==> config.mk <==
export PLATFORM = sky130hd
export DESIGN_NAME = spca_ctrl
export DESIGN_NICKNAME = d
export VERILOG_FILES = /design/src/rtl/core/spca_pkg.sv /design/src/rtl/core/spca_ctrl.sv
export SDC_FILE = /design/constraint.sdc
export NUM_CORES = 1
export LEC_CHECK = 0
export ABC_AREA = 1
export BUFFER_PORTS_ARGS = -buffer_cell sky130_fd_sc_hd__buf_2
export CORE_MARGIN = 10
export CORE_UTILIZATION = 58
export CTS_CLUSTER_DIAMETER = 120
export DETAILED_ROUTE_END_ITERATION = 6
export PLACE_DENSITY = 0.84
export SLEW_MARGIN = 20
export SYNTH_ARGS = -nofsm -noshare
export SYNTH_HDL_FRONTEND = slang
export SYNTH_SLANG_ARGS = --single-unit
==> constraint.sdc <==
create_clock -name clk -period 1.95 [get_ports clk]
set_input_delay 0.2925 -clock clk [delete_from_list [all_inputs] [get_ports clk]]
set_output_delay 0.2925 -clock clk [all_outputs]
set_load 0.005 [all_outputs]
==> src/rtl/core/spca_pkg.sv <==
// spca_pkg: shared constants, types and command/status structs for the
// sensor polynomial calibration block. No dependencies.
`default_nettype none
package spca_pkg;
  localparam int PolyOrder  = 4;
  localparam int NumSensors = 6;
  localparam int MaxScans   = 1024;
  localparam int NumRows    = 7;
  localparam int RowSlots   = 8;
  localparam int CntW       = $clog2(MaxScans + 1);
  localparam int TermW      = 3;
  localparam int AddrW      = 6;
  localparam int SumW       = 48;
  localparam logic [15:0] Missing = 16'hFFFF;

  // configuration register indexes
  localparam logic [0:0] CfgFixedSide = 1'b0;
  localparam logic [0:0] CfgFillValue = 1'b1;

  typedef enum logic [1:0] {
    OP_LOAD   = 2'd0,
    OP_SCAN   = 2'd1,
    OP_FINISH = 2'd2,
    OP_NONE   = 2'd3
  } op_t;

  localparam logic [2:0] RowBase [NumSensors] = '{3'd0, 3'd3, 3'd5, 3'd5, 3'd3, 3'd5};

  // controller -> datapath
  typedef struct packed {
    logic             latch_in;   // capture scan readings/flags
    logic             mem_we;     // coefficient write
    logic             mem_rd;     // issue coefficient read
    logic [2:0]       sensor;     // sensor being processed
    logic [TermW-1:0] term;       // term read address
    logic             h_init;     // t = coefficient
    logic             h_step;     // t = sat(sat(t*r) + coefficient)
    logic             acc;        // accumulate converted t
    logic             div_start;  // start average of sensor
    logic             div_step;   // one quotient bit
    logic             emit;       // load output register
    logic             clr;        // clear sensor accumulators
  } spca_cmd_t;

  // datapath -> controller
  typedef struct packed {
    logic sensor_ok;  // sample for current sensor is taken
  } spca_sts_t;
endpackage
`default_nettype wire

==> src/rtl/core/spca_ctrl.sv <==
// spca_ctrl: sequencer for load, scan (Horner per sensor) and finish (divide
// per sensor, emit). Depends on spca_pkg.
`default_nettype none
module spca_ctrl
  import spca_pkg::*;
(
  input  wire logic       clk,
  input  wire logic       rst_n,
  input  wire logic       in_valid,
  output logic            in_ready,
  input  wire logic [1:0] in_op,
  input  wire logic [2:0] in_coeff_row,
  output logic            out_valid,
  input  wire logic       out_ready,
  output spca_cmd_t       cmd,
  input  wire spca_sts_t  sts
);
  typedef enum logic [2:0] {
    S_IDLE, S_SEL, S_INIT, S_STEP, S_ACC, S_DIV, S_OUT
  } state_t;

  state_t           state_r, state_nxt;
  logic [2:0]       sensor_r, sensor_nxt;
  logic [TermW-1:0] term_r, term_nxt;
  logic [5:0]       cnt_r, cnt_nxt;
  logic             ov_r, ov_nxt;
  logic             acc_in;

  assign in_ready  = (state_r == S_IDLE);
  assign out_valid = ov_r;
  assign acc_in    = in_valid && in_ready;

  always_comb begin
    state_nxt  = state_r;
    sensor_nxt = sensor_r;
    term_nxt   = term_r;
    cnt_nxt    = cnt_r;
    ov_nxt     = ov_r;
    cmd        = '0;
    cmd.sensor = sensor_r;
    cmd.term   = term_r;
    if (ov_r && out_ready) begin
      ov_nxt = 1'b0;
    end
    unique case (state_r)
      S_IDLE: begin
        if (acc_in) begin
          unique case (op_t'(in_op))
            OP_LOAD:   cmd.mem_we = (in_coeff_row < 3'(NumRows));
            OP_SCAN: begin
              cmd.latch_in = 1'b1;
              sensor_nxt = '0;
              state_nxt  = S_SEL;
            end
            OP_FINISH: begin
              sensor_nxt = '0;
              state_nxt  = S_DIV;
              cmd.sensor = '0;
              cmd.div_start = 1'b1;
              cnt_nxt = '0;
            end
            default: ;
          endcase
        end
      end
      S_SEL: begin
        term_nxt = TermW'(PolyOrder - 1);
        cmd.term = TermW'(PolyOrder - 1);
        if (sts.sensor_ok) begin
          state_nxt = S_INIT;
        end else if (sensor_r == 3'(NumSensors - 1)) begin
          state_nxt = S_IDLE;
        end else begin
          sensor_nxt = sensor_r + 3'd1;
        end
      end
      S_INIT: begin
        cmd.h_init = 1'b1;
        if (PolyOrder == 1) begin
          state_nxt = S_ACC;
        end else begin
          term_nxt = term_r - 1'b1;
          cmd.term = term_r - 1'b1;
          state_nxt = S_STEP;
        end
      end
      S_STEP: begin
        cmd.h_step = 1'b1;
        if (term_r == '0) begin
          state_nxt = S_ACC;
        end else begin
          term_nxt = term_r - 1'b1;
          cmd.term = term_r - 1'b1;
        end
      end
      S_ACC: begin
        cmd.acc = 1'b1;
        if (sensor_r == 3'(NumSensors - 1)) begin
          state_nxt = S_IDLE;
        end else begin
          sensor_nxt = sensor_r + 3'd1;
          state_nxt  = S_SEL;
        end
      end
      S_DIV: begin
        cmd.div_step = 1'b1;
        cnt_nxt = cnt_r + 6'd1;
        if (cnt_r == 6'(SumW - 1)) begin
          state_nxt = S_OUT;
        end
      end
      S_OUT: begin
        if (!ov_r || out_ready) begin
          cmd.emit = 1'b1;
          cmd.clr  = 1'b1;
          ov_nxt   = 1'b1;
          if (sensor_r == 3'(NumSensors - 1)) begin
            state_nxt = S_IDLE;
          end else begin
            sensor_nxt = sensor_r + 3'd1;
            state_nxt  = S_DIV;
            // first S_DIV cycle is the divider start, count wraps to 0 after it
            cnt_nxt    = '1;
          end
        end
      end
      default: state_nxt = S_IDLE;
    endcase
  end

  always_ff @(posedge clk) begin
    if (!rst_n) begin
      state_r  <= S_IDLE;
      sensor_r <= '0;
      term_r   <= '0;
      cnt_r    <= '0;
      ov_r     <= 1'b0;
    end else begin
      state_r  <= state_nxt;
      sensor_r <= sensor_nxt;
      term_r   <= term_nxt;
      cnt_r    <= cnt_nxt;
      ov_r     <= ov_nxt;
    end
  end
endmodule
`default_nettype wire

==> Implementation_results.wiki, run 1 <==
{| class="wikitable"
! Metric !! Value
|-
| DIE WIDTH || 67.57 um
|-
| Post-route fraction of the period consumed by the critical path || between 90% and 100%
|-
| Most common cell after layout, fill and taps aside || sky130_fd_sc_hd__nand2_1
|-
| Total number of nets in the final design || 250
|-
| Async S/R FF share, synth || 0%
|-
| Cell at the root of the clock tree || sky130_fd_sc_hd__clkbuf_4
|-
| Post-detailed-route wirelength per cell || between 10 and 15 um
|-
| Post CTS Setup Buffer Count || 0
|-
| First DRT Iteration DRCs || 52
|-
| Startpoint types || flop
|-
| Pins Over Slew Limit || 0
|-
| Peak supply drop || 0.0007671 V
|-
| Number of levels in the clock H-tree || 1
|-
| Power after layout || 0.001886 W
|-
| Type of destination of the critical path || output port
|-
| Vias in the first global route || 1130
|-
| Initial cell density of the core || between 50% and 60%
|-
| Die ar. || between 4000 and 5000 um2
|-
| Cells along the critical path || inv_1 -> ha_1 -> nand2_1 -> nand2_1 -> o211ai_1 -> o2111ai_2 -> buf_2
|-
| Gr usage total || around an eighth
|-
| Worst-case register-to-register setup slack || 490 ps
|-
| Number of hold violations in the final report || 0
|-
| Register area share after synthesis || between 20% and 30%
|-
| Delay of the slowest critical-path stage || between 300 and 400 ps
|-
| Number of enable flip-flop cells after synthesis || 0
|-
| Max Freq || 0.5476 GHz
|-
| Number of buffers created by CTS || 3
|-
| Total vias in the final route || between 1k and 1.5k
|-
| Mapped Avg Cell Area || 6.310 um2
|-
| CP required || approximately 1700 ps
|-
| Static leakage || between 0.8 and 0.9 nW
|-
| Type of the tightest min-delay check || in -> reg
|-
| Antenna cell count || 0
|-
| Number of ports placed on the die boundary || 28
|-
| Number of antenna violations at the first check in global routing || 0
|-
| Weighted congestion reported at the end of routability-driven placement || roughly 0.9
|-
| Endpoint arrival time on the critical path || between 1500 and 2000 ps
|-
| Worst Path Max Fanout || 4
|-
| Flop and latch count out of synthesis || 16
|-
| Average via count per standard cell || between 5 and 6
|-
| Share of layout cells above drive strength 1 || 22.94%
|-
| Global-route wire length before repair || between 4000 and 5000 um
|-
| Setup clock skew after layout || approximately 4.7 ps
|-
| Total of warnings raised by yosys || 0
|-
| Placeable core region || roughly 2200 um2
|-
| Clk slew on worst S/H paths || roughly 100 ps
|-
| # Max-Cap Violations || 0
|-
| TritonCTS clock tree || done
|-
| Layout overhead on the synthesized area || 11.53%
|-
| Remaining antenna violation count after routing || 0
|-
| Number of resized instances in the post-cts repair step || 0
|-
| Rows || 17
|-
| Path type of the worst setup path || reg -> out
|-
| Worst skew pair latency || 290 ps
|-
| Number of buffers on the longest clock path || 2
|-
| Most frequent cells in the layout || sky130_fd_sc_hd__nand2_1 (56), sky130_fd_sc_hd__nor2_1 (27), sky130_fd_sc_hd__buf_2 (26), sky130_fd_sc_hd__nand3_1 (25), sky130_fd_sc_hd__inv_1 (24)
|-
| Count of hold-fix buffers inserted at cts || 0
|-
| Pre-Repair DR Iteration Count || 4
|-
| Synthesized netlist net count || between 200 and 250
|-
| Netlist area before placement || 1313 um2
|-
| DP HPWL || roughly 2400 um
|-
| Pin count of the biggest net entering global routing || 16
|-
| Number of I/O port buffers || 26
|-
| Number of endpoints failing setup at the final stage || 0
|-
| Pwr dens || 1288 nW/um2
|-
| Remaining routing DRC violations || 0
|-
| Post-synthesis cell type count || 32
|-
| DRT Wirelength || around 2900 um
|-
| Overflow after GRT || 0
|-
| RSZ-0062 raised after global routing || false
|-
| Critical-path top delay cell || sky130_fd_sc_hd__dfxtp_2
|-
| Main flop type after synthesis || sky130_fd_sc_hd__dfxtp_1
|-
| Die boundary height || roughly 68 um
|-
| TNS Setup || 0 ps
|-
| Most common cell on crit path || sky130_fd_sc_hd__nand2_1
|-
| Syn Inst Count || between 200 and 250
|-
| TritonCTS sink count || 16
|-
| Status || completed
|-
| Worst hold-check slack || 285.9 ps
|-
| Post-layout min period || 1826 ps
|}
==> layout make-up <==
class                   count  area [um2]
multi-input cells         155       814.5
repair buffers             26       130.1
flip-flops and latches     16       325.3
clock buffers               4       36.28
well taps                  28       35.03
inverters                  30       122.6
fillers                   215       726.9
==> worst max-delay path, delay by kind of cell (launching register included) <==
family / cells / cell delay (ps)
DFF: 1 / 370
buffers and inverters: 2 / 220
adders and majority gates: 1 / 210
AOI/OAI and AO/OA: 2 / 250
and+or+nand+nor: 2 / 190
==> Yosys cell counts, types with 2 or more instances <==
master                      count  area (um2)
sky130_fd_sc_hd__o21ai_0        5       25.02
sky130_fd_sc_hd__nand4_1        2       12.51
sky130_fd_sc_hd__nor2_1        27       101.4
sky130_fd_sc_hd__inv_2          3       11.26
sky130_fd_sc_hd__nand3_1       25       125.1
sky130_fd_sc_hd__o2111ai_1      2       17.52
sky130_fd_sc_hd__nor2_2         6       37.54
sky130_fd_sc_hd__dfxtp_1       16       320.3
sky130_fd_sc_hd__inv_1         24       90.09
sky130_fd_sc_hd__buf_6          4       45.04
sky130_fd_sc_hd__nand2_1       56       210.2
sky130_fd_sc_hd__a21oi_1        9       45.04
sky130_fd_sc_hd__ha_1           8       100.1
sky130_fd_sc_hd__buf_4          2       15.01
sky130_fd_sc_hd__nand2_2        2       12.51
==> power breakdown <==
group          switching (W)  internal, W
clock network       0.000113     0.000114
registers           0.000120     0.000419
logic               0.000704     0.000416
total               0.000937     0.000948
==> path summary, 6_finish.rpt <==
| kind | to | cells after the start | start |
|---|---|---|---|
| worst max-delay path | cmd[8] | 7 | term_r[0] |
| worst min-delay path | state_r[1] | 3 | rst_n |
| worst max register to register | sensor_r[0] | 8 | state_r[2] |
| worst min register to register | cnt_r[1] | 2 | cnt_r[1] |
==> registers in the layout, summed over array words and instances (netlist names) <==
signal and flops:
cnt_r 6, out_valid 1, state_r 3, sensor_r 3, term_r 3
==> per-layer routing <==
metal	track usage (%)	routed length, um	part of all wire [%]	vias to the layer above
met5	0	0	0	-
met1	14.97	1280	44	583
met4	5.385	55	1.9	0
li1	-	-	-	706
met2	21.83	1325	46	34
met3	3.636	241	8.3	7
==> cell families after synthesis <==
| kind of cell | synth area share [%] |
|---|---|
| simple gates | 43.09 |
| buf+inv | 14.01 |
| xor+xnor | 0.6674 |
| compound gates | 9.915 |
| fa+ha+maj | 7.627 |
| other cells | 0.2857 |
| flops | 24.40 |
==> metrics by stage <==
stage          util [%]  worst slack (ps)  cells  area [um2]
6_report          66.82             123.9    259        1464
5_1_grt           66.82             2.958    259        1464
4_1_cts           66.19             40.02    259        1450
3_5_place_dp      64.53             372.7    255        1414
3_3_place_gp      64.53             404.2    255        1414
2_1_floorplan         -             603.2    208        1313
(Power assumes the default switching activity.)
==> run 2: changes to the inputs <==
- CORE_MARGIN: 10 -> default
- PLACE_DENSITY: 0.84 -> default
- PLACE_DENSITY_LB_ADDON: default -> 0.1
==> Implementation_results.wiki, run 2 (synthesis results as in run 1) <==
{| class="wikitable"
! Metric !! Value
|-
| Status || completed (unchanged)
|-
| TritonCTS sink count || 16 (unchanged)
|-
| Startpoint types || flop (unchanged)
|-
| Initial cell density of the core || 64.28% (was 59.91%)
|-
| # Max-Cap Violations || 0 (unchanged)
|-
| First DRT Iteration DRCs || 31 (was 52)
|-
| TritonCTS clock tree || done (unchanged)
|-
| Most common cell after layout, fill and taps aside || sky130_fd_sc_hd__nand2_1 (unchanged)
|-
| Number of levels in the clock H-tree || 1 (unchanged)
|-
| TNS Setup || 0 ps (unchanged)
|-
| Power after layout || 0.001859 W (was 0.001886 W)
|-
| Worst reg2reg path depth || 8 (unchanged)
|-
| RSZ-0062 raised after global routing || false (unchanged)
|-
| Rows || 16 (was 17)
|-
| Type of destination of the critical path || output port (unchanged)
|-
| Type of the tightest min-delay check || in -> reg (unchanged)
|-
| Worst Path Max Fanout || 4 (unchanged)
|-
| Endpoint arrival time on the critical path || 1510 ps (was 1530 ps)
|-
| Number of buffers created by CTS || 3 (unchanged)
|-
| DRT Wirelength || 2764 um (was 2903 um)
|-
| Remaining routing DRC violations || 0 (unchanged)
|-
| Total number of nets in the final design || 250 (unchanged)
|-
| Number of resized instances in the post-cts repair step || 0 (unchanged)
|-
| Critical-path top delay cell || sky130_fd_sc_hd__dfxtp_2 (unchanged)
|-
| Clk slew on worst S/H paths || 90 ps (was 100 ps)
|-
| Max Freq || 0.5558 GHz (was 0.5476 GHz)
|-
| Total vias in the final route || 1320 (was 1330)
|-
| Share of layout cells above drive strength 1 || 22.51% (was 22.94%)
|-
| Delay of the slowest critical-path stage || 360 ps (was 370 ps)
|-
| Worst skew pair latency || 280 ps (was 290 ps)
|-
| Count of hold-fix buffers inserted at cts || 0 (unchanged)
|-
| Die boundary height || 49.57 um (was 67.57 um)
|-
| Pin count of the biggest net entering global routing || 16 (unchanged)
|-
| Gr usage total || 25.50% (was 12.95%)
|-
| Top reg by flops || cnt_r (unchanged)
|-
| Pins Over Slew Limit || 0 (unchanged)
|-
| Overflow after GRT || 0 (unchanged)
|-
| Most common cell on crit path || sky130_fd_sc_hd__nand2_1 (unchanged)
|-
| Number of ports placed on the die boundary || 28 (unchanged)
|-
| Post-layout min period || 1799 ps (was 1826 ps)
|-
| Pwr dens || 1279 nW/um2 (was 1288 nW/um2)
|-
| Number of antenna violations at the first check in global routing || 0 (unchanged)
|-
| Number of I/O port buffers || 26 (unchanged)
|-
| DIE WIDTH || 49.57 um (was 67.57 um)
|-
| Peak supply drop || 0.0008883 V (was 0.0007671 V)
|-
| Setup clock skew after layout || 0.6491 ps (was 4.698 ps)
|-
| Number of hold violations in the final report || 0 (unchanged)
|-
| Number of endpoints failing setup at the final stage || 0 (unchanged)
|-
| Worst-case register-to-register setup slack || 470 ps (was 490 ps)
|-
| Worst R2R End || cnt_r[5] (was sensor_r[0])
|-
| Layout overhead on the synthesized area || 10.77% (was 11.53%)
|-
| Min-Delay Path Depth || 3 (unchanged)
|-
| Antenna cell count || 0 (unchanged)
|-
| R2r startpoint || sensor_r[1] (was state_r[2])
|-
| Crit-path leading delay family || flip-flops (unchanged)
|-
| Fraction of power consumed by sequential logic || 28.9% (was 28.6%)
|-
| Path type of the worst setup path || reg -> out (unchanged)
|-
| Count of filler cells inserted in the layout || 194 (was 215)
|-
| Static leakage || 0.8111 nW (was 0.8150 nW)
|-
| Switching part of the total power || 49.36% (was 49.71%)
|-
| Weighted congestion reported at the end of routability-driven placement || 0.9051 (was 0.8903)
|-
| Remaining antenna violation count after routing || 0 (unchanged)
|-
| Switching Power || 0.0009176 W (was 0.0009372 W)
|-
| Post-detailed-route wirelength per cell || 10.71 um (was 11.21 um)
|-
| Die ar. || 2457 um2 (was 4566 um2)
|-
| Average via count per standard cell || 5.116 (was 5.135)
|-
| Endpoint with the worst hold slack || term_r[0] (was state_r[1])
|-
| Post CTS Setup Buffer Count || 0 (unchanged)
|-
| Share of total power in the clock network || 11.8% (was 12.0%)
|-
| Cells along the critical path || inv_1 -> ha_1 -> nand2_1 -> nand2_1 -> o211ai_1 -> o2111ai_1 -> buf_2 (was inv_1 -> ha_1 -> nand2_1 -> nand2_1 -> o211ai_1 -> o2111ai_2 -> buf_2)
|-
| Power share of the combinational group || 59.2% (was 59.4%)
|-
| CP required || 1660 ps (about the same)
|-
| Hold path startpoint || rst_n (unchanged)
|-
| Largest register FFs || 6 (unchanged)
|-
| Pre-Repair DR Iteration Count || 4 (unchanged)
|-
| Buffering stage count on the worst path with inverters included || 2 (unchanged)
|-
| Number of buffers on the longest clock path || 2 (unchanged)
|-
| DP HPWL || 2191 um (was 2361 um)
|-
| Post-route fraction of the period consumed by the critical path || 92.27% (was 93.65%)
|-
| Global-route wire length before repair || 4899 um (was 4767 um)
|-
| Placeable core region || 2042 um2 (was 2191 um2)
|-
| Cell at the root of the clock tree || sky130_fd_sc_hd__clkbuf_4 (unchanged)
|-
| Vias in the first global route || 1226 (was 1130)
|-
| Most frequent cells in the layout || sky130_fd_sc_hd__nand2_1 (56), sky130_fd_sc_hd__nor2_1 (27), sky130_fd_sc_hd__buf_2 (26), sky130_fd_sc_hd__nand3_1 (25), sky130_fd_sc_hd__inv_1 (24) (unchanged)
|-
| Internal power consumption || 0.0009412 W (was 0.0009483 W)
|}
[run 2: cell count changes in the layout (fill, tap and decap cells not counted), sizes merged]
cell,change
clkinv,-1
inv,+1
[run 2: worst max-delay path by stage]
stage	startpoint	end	depth (start not counted)
floorplan	state_r[1]	cmd[14]	6
global placement	state_r[1]	cmd[9]	7
detailed placement	state_r[1]	cmd[9]	7
CTS	state_r[1]	cmd[9]	7
global route	state_r[2]	cmd[9]	8
finish	term_r[0]	cmd[8]	7
[run 2: power by group through the flow]
stage          Sequential, W  Clock (W)  Combinational (W)
3_3_place_gp        0.000530          0            0.00107
3_5_place_dp        0.000536          0            0.00110
2_1_floorplan       0.000460          0           0.000965
6_report            0.000538   0.000220            0.00110
4_1_cts             0.000529   0.000226            0.00110
5_1_grt             0.000550   0.000244            0.00127
[run 2: worst min-delay path, stage by stage]
cell and delay (ps):
sky130_fd_sc_hd__buf_2 150, sky130_fd_sc_hd__nand2_1 70, sky130_fd_sc_hd__inv_1 30
[run 2: per-stage QoR]
stage	util (%)	setup WS (ps)	hold slack [ps]	cell area (um2)	instances
floorplan	-	603.2	456.0	1313	208
global placement	69.18	421.8	471.4	1413	254
detailed placement	69.18	351.7	482.0	1413	254
CTS	70.96	35.52	288.1	1449	258
global route	71.20	19.78	291.3	1454	258
finish	71.20	150.6	287.6	1454	258
[run 2: cell type report]
cell class / count / area (um2) / share of cell area (%)
inverter: 30 / 120.1 / 8.262
tap: 27 / 33.78 / 2.324
sequential: 16 / 325.3 / 22.38
multi-input combinational: 155 / 808.3 / 55.59
clock buffer: 4 / 36.28 / 2.496
timing repair buffer: 26 / 130.1 / 8.950
[run 2: layer usage]
| metal | wire, um | vias to the layer above | global-route usage (%) |
|---|---|---|---|
| met5 | 0 | - | 0 |
| met2 | 1337 | 39 | 49.10 |
| met3 | 132 | 5 | 4.630 |
| met4 | 25 | 0 | 5.714 |
| met1 | 1268 | 576 | 28.36 |
| li1 | - | 700 | - |
==> run 3: changes to the inputs <==
- ABC_AREA: 1 -> default
- CORE_UTILIZATION: 58 -> 57
==> Implementation_results.wiki, run 3 <==
{| class="wikitable"
! Metric !! Value
|-
| Number of buffers on the longest clock path || 2 (unchanged)
|-
| Synth Area in Adders || 8.511% (was 7.626%)
|-
| DRT Wirelength || 2593 um (was 2764 um)
|-
| Post-Synth XOR/XNOR Area || 0% (was 0.6673%)
|-
| DIE WIDTH || 47.43 um (was 49.57 um)
|-
| Synthesized netlist net count || 162 (was 226)
|-
| Most common cell after layout, fill and taps aside || sky130_fd_sc_hd__buf_2 (was sky130_fd_sc_hd__nand2_1)
|-
| Post-detailed-route wirelength per cell || 13.10 um (was 10.71 um)
|-
| CP required || 1660 ps (about the same)
|-
| DP HPWL || 1901 um (was 2191 um)
|-
| Pwr dens || 550.9 nW/um2 (was 1279 nW/um2)
|-
| Delay of the slowest critical-path stage || 350 ps (was 360 ps)
|-
| Post-layout min period || 1864 ps (was 1799 ps)
|-
| Gr usage total || 22.72% (was 25.50%)
|-
| Cells along the critical path || inv_2 -> ha_4 -> a2111oi_4 -> a21oi_1 -> o21ai_1 -> buf_2 (was inv_1 -> ha_1 -> nand2_1 -> nand2_1 -> o211ai_1 -> o2111ai_1 -> buf_2)
|-
| Cell at the root of the clock tree || sky130_fd_sc_hd__clkbuf_4 (unchanged)
|-
| GR Layer Usage met1 || 29.82% (was 28.36%)
|-
| Average via count per standard cell || 5.636 (was 5.116)
|-
| Flop and latch count out of synthesis || 16 (unchanged)
|-
| Total number of nets in the final design || 191 (was 250)
|-
| Pins Over Slew Limit || 0 (unchanged)
|-
| Remaining routing DRC violations || 0 (unchanged)
|-
| Path type of the worst setup path || reg -> out (unchanged)
|-
| Design Area, Final || 1393 um2 (was 1454 um2)
|-
| Async S/R FF share, synth || 0% (unchanged)
|-
| Status || completed (unchanged)
|-
| Pre-Repair DR Iteration Count || 4 (unchanged)
|-
| Most frequent cells in the layout || sky130_fd_sc_hd__buf_2 (26), sky130_fd_sc_hd__dfxtp_1 (13), sky130_fd_sc_hd__nand2_1 (11), sky130_fd_sc_hd__a21oi_1 (10) (was sky130_fd_sc_hd__nand2_1 (56), sky130_fd_sc_hd__nor2_1 (27), sky130_fd_sc_hd__buf_2 (26), sky130_fd_sc_hd__nand3_1 (25), sky130_fd_sc_hd__inv_1 (24))
|-
| Number of hold violations in the final report || 0 (unchanged)
|-
| Rows || 16 (unchanged)
|-
| Total cell area at the placement stage || 1316 um2 (was 1413 um2)
|-
| Leading cell type by number of instances after synthesis || sky130_fd_sc_hd__dfxtp_1 (was sky130_fd_sc_hd__nand2_1)
|-
| Total of warnings raised by yosys || 0 (unchanged)
|-
| Type of the tightest min-delay check || in -> reg (unchanged)
|-
| Die boundary height || 47.43 um (was 49.57 um)
|-
| Initial cell density of the core || 60.57% (was 64.28%)
|-
| Startpoint types || flop (unchanged)
|-
| Endpoint arrival time on the critical path || 1570 ps (was 1510 ps)
|-
| Die ar. || 2249 um2 (was 2457 um2)
|-
| Top-area cell type share of the netlist area || 27.23% (was 24.40%)
|-
| Post-synthesis cell type count || 50 (was 32)
|-
| Share of layout cells above drive strength 1 || 29.24% (was 22.51%)
|-
| First DRT Iteration DRCs || 32 (was 31)
|-
| Setup clock skew after layout || 2.963 ps (was 0.6491 ps)
|-
| Crit-path leading delay family || compound AO/OA/AOI/OAI gates (was flip-flops)
|-
| Number of I/O port buffers || 26 (unchanged)
|-
| Type of destination of the critical path || output port (unchanged)
|-
| Syn Inst Count || 144 (was 208)
|-
| Critical-path top delay cell || sky130_fd_sc_hd__dfxtp_1 (was sky130_fd_sc_hd__dfxtp_2)
|-
| Layout overhead on the synthesized area || 18.40% (was 10.77%)
|-
| List of most frequent post-synthesis cells || sky130_fd_sc_hd__dfxtp_1 (16), sky130_fd_sc_hd__nand2_1 (11), sky130_fd_sc_hd__a21oi_1 (10) (was sky130_fd_sc_hd__nand2_1 (56), sky130_fd_sc_hd__nor2_1 (27), sky130_fd_sc_hd__nand3_1 (25))
|-
| Top reg by flops || cnt_r (unchanged)
|-
| Pin count of the biggest net entering global routing || 22 (was 16)
|-
| Clk slew on worst S/H paths || 100 ps (was 90 ps)
|-
| Static leakage || 0.6408 nW (was 0.8111 nW)
|-
| Number of ports placed on the die boundary || 28 (unchanged)
|-
| Number of buffers created by CTS || 3 (unchanged)
|-
| Register area share after synthesis || 27.23% (was 24.40%)
|-
| Count of filler cells inserted in the layout || 162 (was 194)
|-
| Combinational family with the most area after synthesis || simple AND/OR/NAND/NOR gates (unchanged)
|-
| Worst Path Max Fanout || 3 (was 4)
|-
| # Max-Cap Violations || 0 (unchanged)
|-
| Area used by multi-input combinational logic || 799.5 um2 (was 808.3 um2)
|-
| Met3 Use GR || 3.019% (was 4.630%)
|-
| Post-synthesis compound-gate area fraction || 25.11% (was 9.914%)
|-
| TNS Setup || 0 ps (unchanged)
|-
| Vias in the first global route || 900 (was 1226)
|-
| Overflow after GRT || 0 (unchanged)
|-
| GRT busiest layer || met2 (unchanged)
|-
| Global-route wire length before repair || 3691 um (was 4899 um)
|-
| Antenna cell count || 0 (unchanged)
|-
| RSZ-0062 raised after global routing || true (was false)
|-
| TritonCTS clock tree || done (unchanged)
|-
| Total vias in the final route || 1116 (was 1320)
|-
| Largest register FFs || 6 (unchanged)
|-
| Netlist area before placement || 1176 um2 (was 1313 um2)
|-
| Buffering stage count on the worst path with inverters included || 2 (unchanged)
|-
| Met2 Use GR || 38.08% (was 49.10%)
|-
| Peak supply drop || 0.0004532 V (was 0.0008883 V)
|-
| Post-route fraction of the period consumed by the critical path || 95.60% (was 92.27%)
|-
| Multiplexer fraction of the synthesized cell area || 2.553% (was 0%)
|-
| Placeable core region || 1942 um2 (was 2042 um2)
|-
| Worst skew pair latency || 280 ps (about the same)
|-
| Max Freq || 0.5364 GHz (was 0.5558 GHz)
|-
| Synth area leader || sky130_fd_sc_hd__dfxtp_1 (unchanged)
|-
| Top post-synthesis cells by area || sky130_fd_sc_hd__dfxtp_1 (27%), sky130_fd_sc_hd__ha_1 (8.5%), sky130_fd_sc_hd__a21oi_1 (4.3%) (was sky130_fd_sc_hd__dfxtp_1 (24%), sky130_fd_sc_hd__nand2_1 (16%), sky130_fd_sc_hd__nand3_1 (9.5%))
|-
| Simple-gate portion of the synthesized area || 28.83% (was 43.09%)
|-
| Weighted congestion reported at the end of routability-driven placement || 0.7903 (was 0.9051)
|-
| Number of levels in the clock H-tree || 1 (unchanged)
|-
| TritonCTS sink count || 16 (unchanged)
|-
| Number of enable flip-flop cells after synthesis || 0 (unchanged)
|-
| Number of antenna violations at the first check in global routing || 0 (unchanged)
|-
| Flip-flop and latch area || 324.1 um2 (was 325.3 um2)
|-
| Number of endpoints failing setup at the final stage || 0 (unchanged)
|-
| Remaining antenna violation count after routing || 0 (unchanged)
|-
| Main flop type after synthesis || sky130_fd_sc_hd__dfxtp_1 (unchanged)
|-
| Mapped Avg Cell Area || 8.168 um2 (was 6.310 um2)
|-
| Worst hold-check slack || 352.9 ps (was 287.6 ps)
|}
[run 3: cell type report]
type / instances / area share [%]
tap: 27 / 2.426
timing repair buffer: 32 / 12.85
clock buffer: 3 / 1.617
inverter: 9 / 2.426
multi-input combinational: 111 / 57.41
sequential: 16 / 23.27
[run 3: final timing paths]
path / start / endpoint / slack, ps / cells after the start
setup / recovery: term_r[1] / cmd[9] / 90 / 6
hold / removal: sts / state_r[1] / 350 / 3
setup reg to reg: state_r[1] / cnt_r[3] / 140 / 5
hold reg to reg: cnt_r[5] / cnt_r[5] / 480 / 2
[run 3: report_power, final]
group | total [W] | internal (W) | switching [W]
logic | 0.000234 | 0.000114 | 0.000120
registers | 0.000355 | 0.000339 | 0.0000162
clock network | 0.000178 | 0.0000716 | 0.000107
[run 3: worst register-to-register path: cells and delay by family (launching register included)]
| family | cells | cell delay [ps] |
|---|---|---|
| AND/OR/NAND/NOR | 1 | 420 |
| flip-flops | 1 | 420 |
| AO/OA/AOI/OAI | 4 | 880 |
[run 3: cell families (layout without fill, tap and decap cells)]
kind of cell	after synthesis	after routing
compound gates	44	44
other cells	1	1
flops	16	16
fa+ha+maj	8	8
buf+inv	17	44
simple gates	55	55
mux	3	3
[run 3: timing repair]
item / in CTS / in global routing
endpoints found under the setup margin: 1 / 11
resized for setup: 5 / 7
hold buffers: 0 / 0
setup buffers: 0 / 2
pin swaps: 1 / 4
[run 3: stage by stage]
| stage | setup slack, ps | std cells | total power, W | util [%] |
|---|---|---|---|---|
| 2_1_floorplan | 381.6 | 144 | 0.0005012 | - |
| 3_3_place_gp | 174.4 | 193 | 0.0005472 | 67.78 |
| 3_5_place_dp | 81.66 | 193 | 0.0005534 | 67.78 |
| 4_1_cts | 9.423 | 196 | 0.0007388 | 69.46 |
| 5_1_grt | -22.23 | 198 | 0.0008143 | 71.71 |
| 6_report | 85.70 | 198 | 0.0007672 | 71.71 |
[run 3: per-layer routing]
layer / wire length [um] / part of all wire [%]
met2: 1297 / 50
met4: 9 / 0.35
met3: 101 / 3.9
met5: 0 / 0
met1: 1185 / 46
